`src/rtl/crfp_pkg.sv`:
```
// Shared types and constants for the radio-control frame packer.
// No dependencies; used by crfp_store, crfp_serialiser and the top level.
`default_nettype none

package crfp_pkg;

    // Input item field widths
    localparam int KIND_W    = 2;
    localparam int CHANNEL_W = 4;
    localparam int VALUE_W   = 11;
    localparam int FLAGS_W   = 8;
    localparam int S_TDATA_W = 24;   // channel + value + flag_bits, padded to bytes
    localparam int BYTE_W    = 8;

    // Item kinds carried on s_tuser
    localparam logic [KIND_W-1:0] KIND_SET_CHANNEL = 2'd0;
    localparam logic [KIND_W-1:0] KIND_SET_FLAGS   = 2'd1;
    localparam logic [KIND_W-1:0] KIND_TICK        = 2'd2;

    // Frame layout
    localparam logic [BYTE_W-1:0]  FRAME_HEADER = 8'h0F;
    localparam logic [BYTE_W-1:0]  FRAME_FOOTER = 8'h00;
    localparam logic [VALUE_W-1:0] CENTER_VALUE = 11'd992;
    localparam int DATA_BYTES  = 22;
    localparam int STREAM_BITS = DATA_BYTES * BYTE_W;
    localparam int CNT_W       = 5;

    // Byte positions within a frame
    localparam logic [CNT_W-1:0] POS_HEADER     = 5'd0;
    localparam logic [CNT_W-1:0] POS_FIRST_DATA = 5'd1;
    localparam logic [CNT_W-1:0] POS_LAST_DATA  = 5'd22;
    localparam logic [CNT_W-1:0] POS_FLAGS      = 5'd23;
    localparam logic [CNT_W-1:0] POS_FOOTER     = 5'd24;

    // Decoded commands from the input channel to the channel store
    typedef struct packed {
        logic set_channel;
        logic set_flags;
        logic tick;
    } store_cmd_t;

endpackage

`default_nettype wire

```
`src/rtl/crfp_store.sv`:
```
// Pending and sent copies of the channel values and the flags byte.
// Depends on crfp_pkg; feeds the frame bit stream to crfp_serialiser.
`default_nettype none

module crfp_store #(
    parameter int NUM_CHANNELS  = 16,
    parameter int CHANNEL_WIDTH = 11
) (
    input  wire logic                                aclk,
    input  wire logic                                aresetn,
    input  wire crfp_pkg::store_cmd_t                cmd,
    input  wire logic [crfp_pkg::CHANNEL_W-1:0]      channel,
    input  wire logic [crfp_pkg::VALUE_W-1:0]        value,
    input  wire logic [crfp_pkg::FLAGS_W-1:0]        flag_bits,
    output logic      [crfp_pkg::STREAM_BITS-1:0]    frame_bits,
    output logic      [crfp_pkg::FLAGS_W-1:0]        frame_flags
);

    localparam int STREAM_LEN = NUM_CHANNELS * CHANNEL_WIDTH;

    logic [CHANNEL_WIDTH-1:0] pending_reg [NUM_CHANNELS];
    logic [CHANNEL_WIDTH-1:0] sent_reg    [NUM_CHANNELS];
    logic [crfp_pkg::FLAGS_W-1:0] pending_flags_reg;
    logic [crfp_pkg::FLAGS_W-1:0] sent_flags_reg;
    logic                         mark_reg;
    logic                         ch_in_range;
    logic [STREAM_LEN-1:0]        src_flat;

    assign ch_in_range = ({1'b0, channel} < (crfp_pkg::CHANNEL_W + 1)'(NUM_CHANNELS));

    // The frame goes out from what sent will hold after this tick
    always_comb begin
        for (int i = 0; i < NUM_CHANNELS; i++) begin
            src_flat[i*CHANNEL_WIDTH +: CHANNEL_WIDTH] = mark_reg ? pending_reg[i] : sent_reg[i];
        end
        frame_flags = mark_reg ? pending_flags_reg : sent_flags_reg;
    end

    // Fit the channel stream to the data bytes: zero above it, drop beyond them
    for (genvar b = 0; b < crfp_pkg::STREAM_BITS; b++) begin : g_fit
        if (b < STREAM_LEN) begin : g_bit
            assign frame_bits[b] = src_flat[b];
        end else begin : g_zero
            assign frame_bits[b] = 1'b0;
        end
    end

    always_ff @(posedge aclk) begin
        if (!aresetn) begin
            for (int i = 0; i < NUM_CHANNELS; i++) begin
                pending_reg[i] <= CHANNEL_WIDTH'(crfp_pkg::CENTER_VALUE);
                sent_reg[i]    <= '0;
            end
            pending_flags_reg <= '0;
            sent_flags_reg    <= '0;
            mark_reg          <= 1'b1;
        end else begin
            if (cmd.set_channel && ch_in_range) begin
                for (int i = 0; i < NUM_CHANNELS; i++) begin
                    if (channel == crfp_pkg::CHANNEL_W'(i)) begin
                        pending_reg[i] <= CHANNEL_WIDTH'(value);
                    end
                end
                mark_reg <= 1'b1;
            end
            if (cmd.set_flags) begin
                pending_flags_reg <= flag_bits;
            end
            if (cmd.tick && mark_reg) begin
                for (int i = 0; i < NUM_CHANNELS; i++) begin
                    sent_reg[i] <= pending_reg[i];
                end
                sent_flags_reg <= pending_flags_reg;
                mark_reg       <= 1'b0;
            end
        end
    end

endmodule

`default_nettype wire

```
`src/rtl/crfp_serialiser.sv`:
```
// Byte-serial frame emitter: header, data bytes shifted out one byte a cycle, flags, footer,
// through a registered output stage that m_tready can stall. Depends on crfp_pkg.
`default_nettype none

module crfp_serialiser (
    input  wire logic                                aclk,
    input  wire logic                                aresetn,
    input  wire logic                                start,
    input  wire logic [crfp_pkg::STREAM_BITS-1:0]    frame_bits,
    input  wire logic [crfp_pkg::FLAGS_W-1:0]        frame_flags,
    output logic                                     ready,
    output logic                                     m_tvalid,
    input  wire logic                                m_tready,
    output logic      [crfp_pkg::BYTE_W-1:0]         m_tdata,
    output logic                                     m_tlast
);

    logic                               busy_reg;
    logic [crfp_pkg::CNT_W-1:0]         cnt_reg;
    logic [crfp_pkg::STREAM_BITS-1:0]   shift_reg;
    logic [crfp_pkg::FLAGS_W-1:0]       flags_reg;
    logic                               m_tvalid_reg;
    logic [crfp_pkg::BYTE_W-1:0]        m_tdata_reg;
    logic                               m_tlast_reg;

    logic                               advance;
    logic                               finishing;
    logic                               in_data;
    logic [crfp_pkg::BYTE_W-1:0]        byte_next;

    always_comb begin
        advance   = busy_reg && (!m_tvalid_reg || m_tready);
        finishing = advance && (cnt_reg == crfp_pkg::POS_FOOTER);
        in_data   = (cnt_reg >= crfp_pkg::POS_FIRST_DATA) && (cnt_reg <= crfp_pkg::POS_LAST_DATA);
        ready     = !busy_reg || finishing;
        case (cnt_reg)
            crfp_pkg::POS_HEADER: byte_next = crfp_pkg::FRAME_HEADER;
            crfp_pkg::POS_FLAGS:  byte_next = flags_reg;
            crfp_pkg::POS_FOOTER: byte_next = crfp_pkg::FRAME_FOOTER;
            default:              byte_next = shift_reg[crfp_pkg::BYTE_W-1:0];
        endcase
    end

    always_ff @(posedge aclk) begin
        if (!aresetn) begin
            busy_reg     <= 1'b0;
            cnt_reg      <= '0;
            m_tvalid_reg <= 1'b0;
        end else begin
            if (start) begin
                busy_reg <= 1'b1;
                cnt_reg  <= crfp_pkg::POS_HEADER;
            end else if (finishing) begin
                busy_reg <= 1'b0;
            end else if (advance) begin
                cnt_reg <= cnt_reg + 1'b1;
            end
            if (advance) begin
                m_tvalid_reg <= 1'b1;
            end else if (m_tready) begin
                m_tvalid_reg <= 1'b0;
            end
        end
    end

    // Payload: no reset
    always_ff @(posedge aclk) begin
        if (start) begin
            shift_reg <= frame_bits;
            flags_reg <= frame_flags;
        end else if (advance && in_data) begin
            shift_reg <= {{crfp_pkg::BYTE_W{1'b0}},
                          shift_reg[crfp_pkg::STREAM_BITS-1:crfp_pkg::BYTE_W]};
        end
        if (advance) begin
            m_tdata_reg <= byte_next;
            m_tlast_reg <= (cnt_reg == crfp_pkg::POS_FOOTER);
        end
    end

    assign m_tvalid = m_tvalid_reg;
    assign m_tdata  = m_tdata_reg;
    assign m_tlast  = m_tlast_reg;

    a_footer_zero: assert property (@(posedge aclk) disable iff (!aresetn)
        (m_tvalid_reg && m_tlast_reg) |-> (m_tdata_reg == crfp_pkg::FRAME_FOOTER))
        else $error("footer byte not zero");

    a_start_when_free: assert property (@(posedge aclk) disable iff (!aresetn)
        start |-> (!busy_reg || finishing))
        else $error("frame started while one is in progress");

    a_cnt_range: assert property (@(posedge aclk) disable iff (!aresetn)
        busy_reg |-> (cnt_reg <= crfp_pkg::POS_FOOTER))
        else $error("byte position out of frame");

    a_idle_after_footer: assert property (@(posedge aclk) disable iff (!aresetn)
        (finishing && !start) |=> !busy_reg)
        else $error("still busy after footer");

endmodule

`default_nettype wire

```
`src/rtl/rc_channel_frame_packer.sv`:
```
// Radio-control frame packer: 16 channels of 11 bits into 25-byte frames.
// A tick item sets the serialiser busy; the header byte then leaves through the registered output stage.
// Frames go out one byte per cycle while m_tready is high; data bytes come from the byte shift register.
// Set-channel and set-flags items are accepted when no frame is out or as its footer leaves.
// Reset (aresetn low, synchronous): pending channels centred, sent copies zero,
// update marked, no frame in progress.
`default_nettype none

module rc_channel_frame_packer #(
    parameter int NUM_CHANNELS  = 16,
    parameter int CHANNEL_WIDTH = 11
) (
    input  wire logic                               aclk,
    input  wire logic                               aresetn,
    // Input channel
    input  wire logic                               s_tvalid,
    output logic                                    s_tready,
    input  wire logic [crfp_pkg::S_TDATA_W-1:0]     s_tdata,  // channel[3:0], value[14:4],
                                                              // flag_bits[22:15], zero[23]
    input  wire logic [crfp_pkg::KIND_W-1:0]        s_tuser,  // kind[1:0]
    // Result channel
    output logic                                    m_tvalid,
    input  wire logic                               m_tready,
    output logic      [crfp_pkg::BYTE_W-1:0]        m_tdata,  // out_byte[7:0]
    output logic                                    m_tlast   // last_byte
);

    localparam int VALUE_LO = crfp_pkg::CHANNEL_W;
    localparam int FLAGS_LO = crfp_pkg::CHANNEL_W + crfp_pkg::VALUE_W;

    logic                                   accept;
    crfp_pkg::store_cmd_t                   cmd;
    logic [crfp_pkg::CHANNEL_W-1:0]         channel;
    logic [crfp_pkg::VALUE_W-1:0]           value;
    logic [crfp_pkg::FLAGS_W-1:0]           flag_bits;
    logic [crfp_pkg::STREAM_BITS-1:0]       frame_bits;
    logic [crfp_pkg::FLAGS_W-1:0]           frame_flags;
    logic                                   ser_ready;

    // Unpack the item fields
    assign channel   = s_tdata[crfp_pkg::CHANNEL_W-1:0];
    assign value     = s_tdata[VALUE_LO +: crfp_pkg::VALUE_W];
    assign flag_bits = s_tdata[FLAGS_LO +: crfp_pkg::FLAGS_W];

    // Hold off items while a frame goes out; free again as the footer leaves
    assign s_tready = ser_ready;
    assign accept   = s_tvalid && s_tready;

    // Decode the kind; the unused kind drops through with no effect
    always_comb begin
        cmd.set_channel = accept && (s_tuser == crfp_pkg::KIND_SET_CHANNEL);
        cmd.set_flags   = accept && (s_tuser == crfp_pkg::KIND_SET_FLAGS);
        cmd.tick        = accept && (s_tuser == crfp_pkg::KIND_TICK);
    end

    // Pending and sent copies; presents the stream the frame will carry
    crfp_store #(
        .NUM_CHANNELS  (NUM_CHANNELS),
        .CHANNEL_WIDTH (CHANNEL_WIDTH)
    ) u_store (
        .aclk        (aclk),
        .aresetn     (aresetn),
        .cmd         (cmd),
        .channel     (channel),
        .value       (value),
        .flag_bits   (flag_bits),
        .frame_bits  (frame_bits),
        .frame_flags (frame_flags)
    );

    // Load the stream on a tick and shift it out byte by byte
    crfp_serialiser u_serialiser (
        .aclk        (aclk),
        .aresetn     (aresetn),
        .start       (cmd.tick),
        .frame_bits  (frame_bits),
        .frame_flags (frame_flags),
        .ready       (ser_ready),
        .m_tvalid    (m_tvalid),
        .m_tready    (m_tready),
        .m_tdata     (m_tdata),
        .m_tlast     (m_tlast)
    );

endmodule

`default_nettype wire

```
`config.mk`:
```
export PLATFORM = sky130hd
export DESIGN_NAME = rc_channel_frame_packer
export DESIGN_NICKNAME = d
export VERILOG_FILES = /design/src/rtl/crfp_pkg.sv /design/src/rtl/crfp_store.sv /design/src/rtl/crfp_serialiser.sv /design/src/rtl/rc_channel_frame_packer.sv
export SDC_FILE = /design/constraint.sdc
export NUM_CORES = 1
export LEC_CHECK = 0
export BUFFER_PORTS_ARGS = -buffer_cell sky130_fd_sc_hd__buf_2
export CORE_MARGIN = 2
export CORE_UTILIZATION = 66
export CTS_CLUSTER_DIAMETER = 200
export DETAILED_ROUTE_END_ITERATION = 8
export MAX_ROUTING_LAYER = met4
export PLACE_DENSITY_LB_ADDON = 0.3
export SLEW_MARGIN = 25
export SYNTH_ARGS = -nofsm -noshare
export SYNTH_HDL_FRONTEND = slang
export SYNTH_SLANG_ARGS = --single-unit
```
`constraint.sdc`:
```
create_clock -name aclk -period 12.6 [get_ports aclk]
set_clock_uncertainty 0.05 [all_clocks]
set_input_delay 0.63 -clock aclk [delete_from_list [all_inputs] [get_ports aclk]]
set_output_delay 0.63 -clock aclk [all_outputs]
set_load 0.02 [all_outputs]
```
# --- Word-level counts from Yosys, hierarchy flattened ---
# Memory sizes are Yosys's and may differ from the RTL's.
# Cells that the tools add are included.
# W data, S select, Z words.
classes:
  magnitude_cmp: 2
  n_mux: 126
  reduce_logical: 22
  n_bitwise: 34
  n_addsub: 1
  n_eq_ne: 19
ops:
  columns: ["cell", "n"]
  rows:
  - ["$mux W11", 48]
  - ["$mux W176", 2]
  - ["$mux W1", 74]
  - ["$eq A4 B4 Y1 const B", 8]
  - ["$or A1 B1 Y1", 32]
  - ["$pmux W8 S3", 1]
  - ["$eq A4 B3 Y1 const B", 4]
  - ["$eq A5 B5 Y1 const B", 2]
  - ["$logic_and A1 B1 Y1", 9]
  - ["$eq A4 B2 Y1 const B", 2]
  - ["$mux W8", 1]
  - ["$reduce_bool A2 Y1", 4]
  - ["$add A5 B1 Y5 const B", 1]
  - ["$ge A5 B1 Y1 const B", 1]
  - ["$le A5 B5 Y1 const B", 1]
  - ["$logic_not A5 Y1", 1]
  - ["$eq A4 B1 Y1 const B", 1]
  - ["$logic_not A4 Y1", 1]
  - ["$eq A2 B1 Y1 const B", 1]
  - ["$eq A2 B2 Y1 const B", 1]
  - ["$logic_not A1 Y1", 2]
  - ["$logic_not A2 Y1", 1]
  - ["$logic_or A1 B1 Y1", 2]
  - ["$not A1 Y1", 2]
  - ["other kinds (2)", 2]
word_totals:
  regBits: 217
  inputBits: 30
  output_inout_bits: 11
  ramBits: 352
  memories: 2
  word_cells: 216
memory_table:
  columns: ["memory", "words", "width", "rd", "rd_clocked_by_memory_dff", "wr", "line_no", "text"]
  rows:
  - ["u_store.pending_reg", 16, 11, 16, 0, 16, "crfp_store.sv:21", "logic [CHANNEL_WIDTH-1:0] pending_reg [NUM_CHANNELS];"]
  - ["u_store.sent_reg", 16, 11, 16, 0, 16, "crfp_store.sv:22", "logic [CHANNEL_WIDTH-1:0] sent_reg [NUM_CHANNELS];"]

# --- Longest topological paths before layout ---
depth:
  word_depth: 12
  ltp_mapped: 10

# --- By module ---
# Synthesis repeated with hierarchy kept, for this count alone.
unflattened:
  hier_cells: 1462
  hier_area_um2: 24095.6
modules_own_cells:
  columns: ["module", "instances", "cells_each", "area_each_um2"]
  rows:
  - ["crfp_store", 1, 1008, 15675.0]
  - ["crfp_serialiser", 1, 451, 8385.5]
  - ["rc_channel_frame_packer", 1, 3, 35.0]

# --- Worst setup path before layout ---
# OpenSTA, ideal clock, no wires.
synth_path:
  path_kind: "input to register"
  startpoint: "input port s_tuser[0] (netlist name)"
  endpoint: "memory u_store.sent_reg[0][0] (enable)"
  cell_stages: 5
  t_arrival_ps: 5757
  setup_slack_ps: 6226
  cell_sequence: "nor3b_1 -> a31o_2 -> and3_1 -> buf_2 -> nand2b_1"
synth_rtl:
  columns: ["element", "line_no", "text"]
  rows:
  - ["start: declaration", "rc_channel_frame_packer.sv:20", "input wire logic [crfp_pkg::KIND_W-1:0] s_tuser,"]
  - ["end: declaration", "crfp_store.sv:22", null]

==> metrics <==
sequential cell area fraction in the yosys report 71.2%; FF/Latch Area 0.0168 mm2; Layout area overhead 9.72%; DR vias 14,100; vias per inst 6.40; Peak VDD IR 0.000139 V; headroom to the max-slew limit 31.1%; Die ar. 0.0374 mm2; Crit path arrival time 4.58 ns; PnR Total Power 4.06 mW; CP Class reg2reg; clk slew on worst S/H paths 0.06 ns; Final Wtd Congestion 0.780; post-cts sizing count 0; worst-margin pin slew 1.03 ns; most frequent cells in the layout 545 x edfxtp_1, 321 x o21ai_0, 194 x mux2i_1, 179 x and2_1, 84 x nand2_1; Max Fclk 0.227 GHz; Total Wirelength 50.6 mm; CTS sink count 569; detailed-route wire length per cell 23.0 um; crit path time final 4.40 ns; Layout fillers 2,198; Clock Latency Late Sink 0.61 ns; layout cells sized above 1 10.2%; pre-CTS WS 7.68 ns; leading cell type in the layout, fill and taps excluded edfxtp_1; leading area contributor after synthesis edfxtp_1; global-route wire length before repair 79.5 mm; CTS hold repair buffers 0; number of CTS-inserted buffers 55; Synth top area share 69.1%; antenna violations before repair 2; max_cap viols 0; I/O pin cnt 41; Post-synth EDFFs 545; final std cells w/o fill 2,198; critical path peak fanout 97; Final setup viols 0; Post-CTS Repair Setup Buffers 0; footprint of the multi-input gates 0.00628 mm2; Setup TNS 0 ns; Final ANT Viol Nets 0; Post-Syn Area per Cell 14.0 um2; gr usage total 28.0%; CORE AREA 0.0355 mm2; Top FF cell, synth edfxtp_1; TritonRoute pass-1 iters 6; unrepaired setup endpoints after global routing no; Starting Density 66.7%; Syn Inst Count 1,695; Final HPWL DP 27.7 mm; Hold Vio Cnt, Final 0; placement row count 69; Port Buffer Count 39; Worst Setup Start Kind flop; CTS tree yes; crit end category flop; post-route design area 0.0260 mm2; Post-Place Cells 2,094; CTS Buffer Depth 3; H-tree depth 2; min-delay worst type in2reg; post-synth cell types 42; setup ws final 8.20 ns; 1st-iter DRT viols 1,212; Final #Nets 1,724; Leakage Power 9.83 nW; DRC violations left 0; Chip Width 193 um; Die Span Y 193 um; syn nets 1,729; GRT Residual Overflow 0; period utilisation layout 35.0%; worst endpoint required time 12.77 ns; P per Cell Area 156 mW/mm2; number of synthesized register bits 569; outcome complete, no violations; Cell Area, Placed 0.0242 mm2; CTS root buffer clkbuf_16; vias in the first global route 14,200; Final Max Tran Viols 0; top area cells in the synthesized netlist edfxtp_1 69%, mux2i_1 8.2%, o21ai_0 6.8%, and2_1 4.7%, dfxtp_1 2.0%; Yosys warnings 0; Netlist Area Pre-Place 0.0237 mm2; largest net degree at the start of global routing 183; Async S/R FF share, synth 0%
-- cell usage after synthesis, types with 4 or more instances --
cell      instances
edfxtp_1        545
o21ai_0         323
mux2i_1         194
and2_1          179
nand2_1          85
clkbuf_1         84
nor2_1           56
nand3_1          26
buf_2            25
nor3_1           25
dfxtp_1          24
o21ai_1          22
buf_4            14
inv_1            14
nor2b_1          11
mux2_2            8
nor3_2            8
nand2b_1          6
a22o_1            4
a22oi_1           4
ha_1              4
o31ai_1           4
-- critical path, cell delays in order, from the launching register on --
cell	delay, ns
dfxtp_1	0.35
inv_1	0.13
ha_1	0.19
nand4b_1	0.20
inv_2	0.21
a31o_2	0.50
nand2_8	0.43
inv_1	0.51
a31o_4	0.56
buf_4	0.79
-- worst paths after layout --
check,cells past startpoint,startpoint,endpoint,slack (ns)
max,9,u_serialiser.cnt_reg[0],u_serialiser.shift_reg[87],8.20
min,3,s_tdata[18],u_store.pending_flags_reg[3],0.23
max reg2reg,9,u_serialiser.cnt_reg[0],u_serialiser.shift_reg[87],8.20
min reg2reg,2,u_store.sent_flags_reg[4],u_store.sent_flags_reg[4],0.42
-- through the flow --
step / hold WS (ns) / utilization [%]
after floorplan: 0.382 / -
after global placement: 0.390 / 68.1
after detailed placement: 0.408 / 68.2
after CTS: 0.210 / 73.2
after global routing: 0.226 / 73.2
final: 0.234 / 73.2
-- cell families after synthesis --
family	count (synthesis)	synth area share, %
AO/OA/AOI/OAI	362	7.89
XOR/XNOR	3	0.111
adder cells (fa/ha/maj)	4	0.211
buffers and inverters	143	2.66
flip-flops	569	71.2
multiplexers	202	8.58
AND/OR/NAND/NOR	412	9.40
-- area by class of cell --
class	count	area share [%]
clock inverters	31	1.18
flip-flops and latches	569	64.9
inverters	16	0.241
well taps	461	2.22
repair buffers	65	1.65
multi-input cells	983	24.2
diodes	2	0.0193
clock buffers	71	5.65
-- routing by layer --
| layer | part of all wire (%) | up-vias | GRT usage, % |
|---|---|---|---|
| met4 | 2.5 | 0 | 8.99 |
| met1 | 41 | 7163 | 37.9 |
| met2 | 50 | 587 | 44.1 |
| met5 | 0 | - | - |
| met3 | 6.7 | 95 | 4.57 |
| li1 | - | 6230 | - |
-- power by group --
part	leakage (nW)	switching, mW	internal, mW
Sequential	5.46	0.0341	2.18
Combinational	3.50	0.162	0.0668
Clock	0.866	0.683	0.942
Total	9.83	0.878	3.19
No activity file was read; power rests on OpenSTA's default activity.
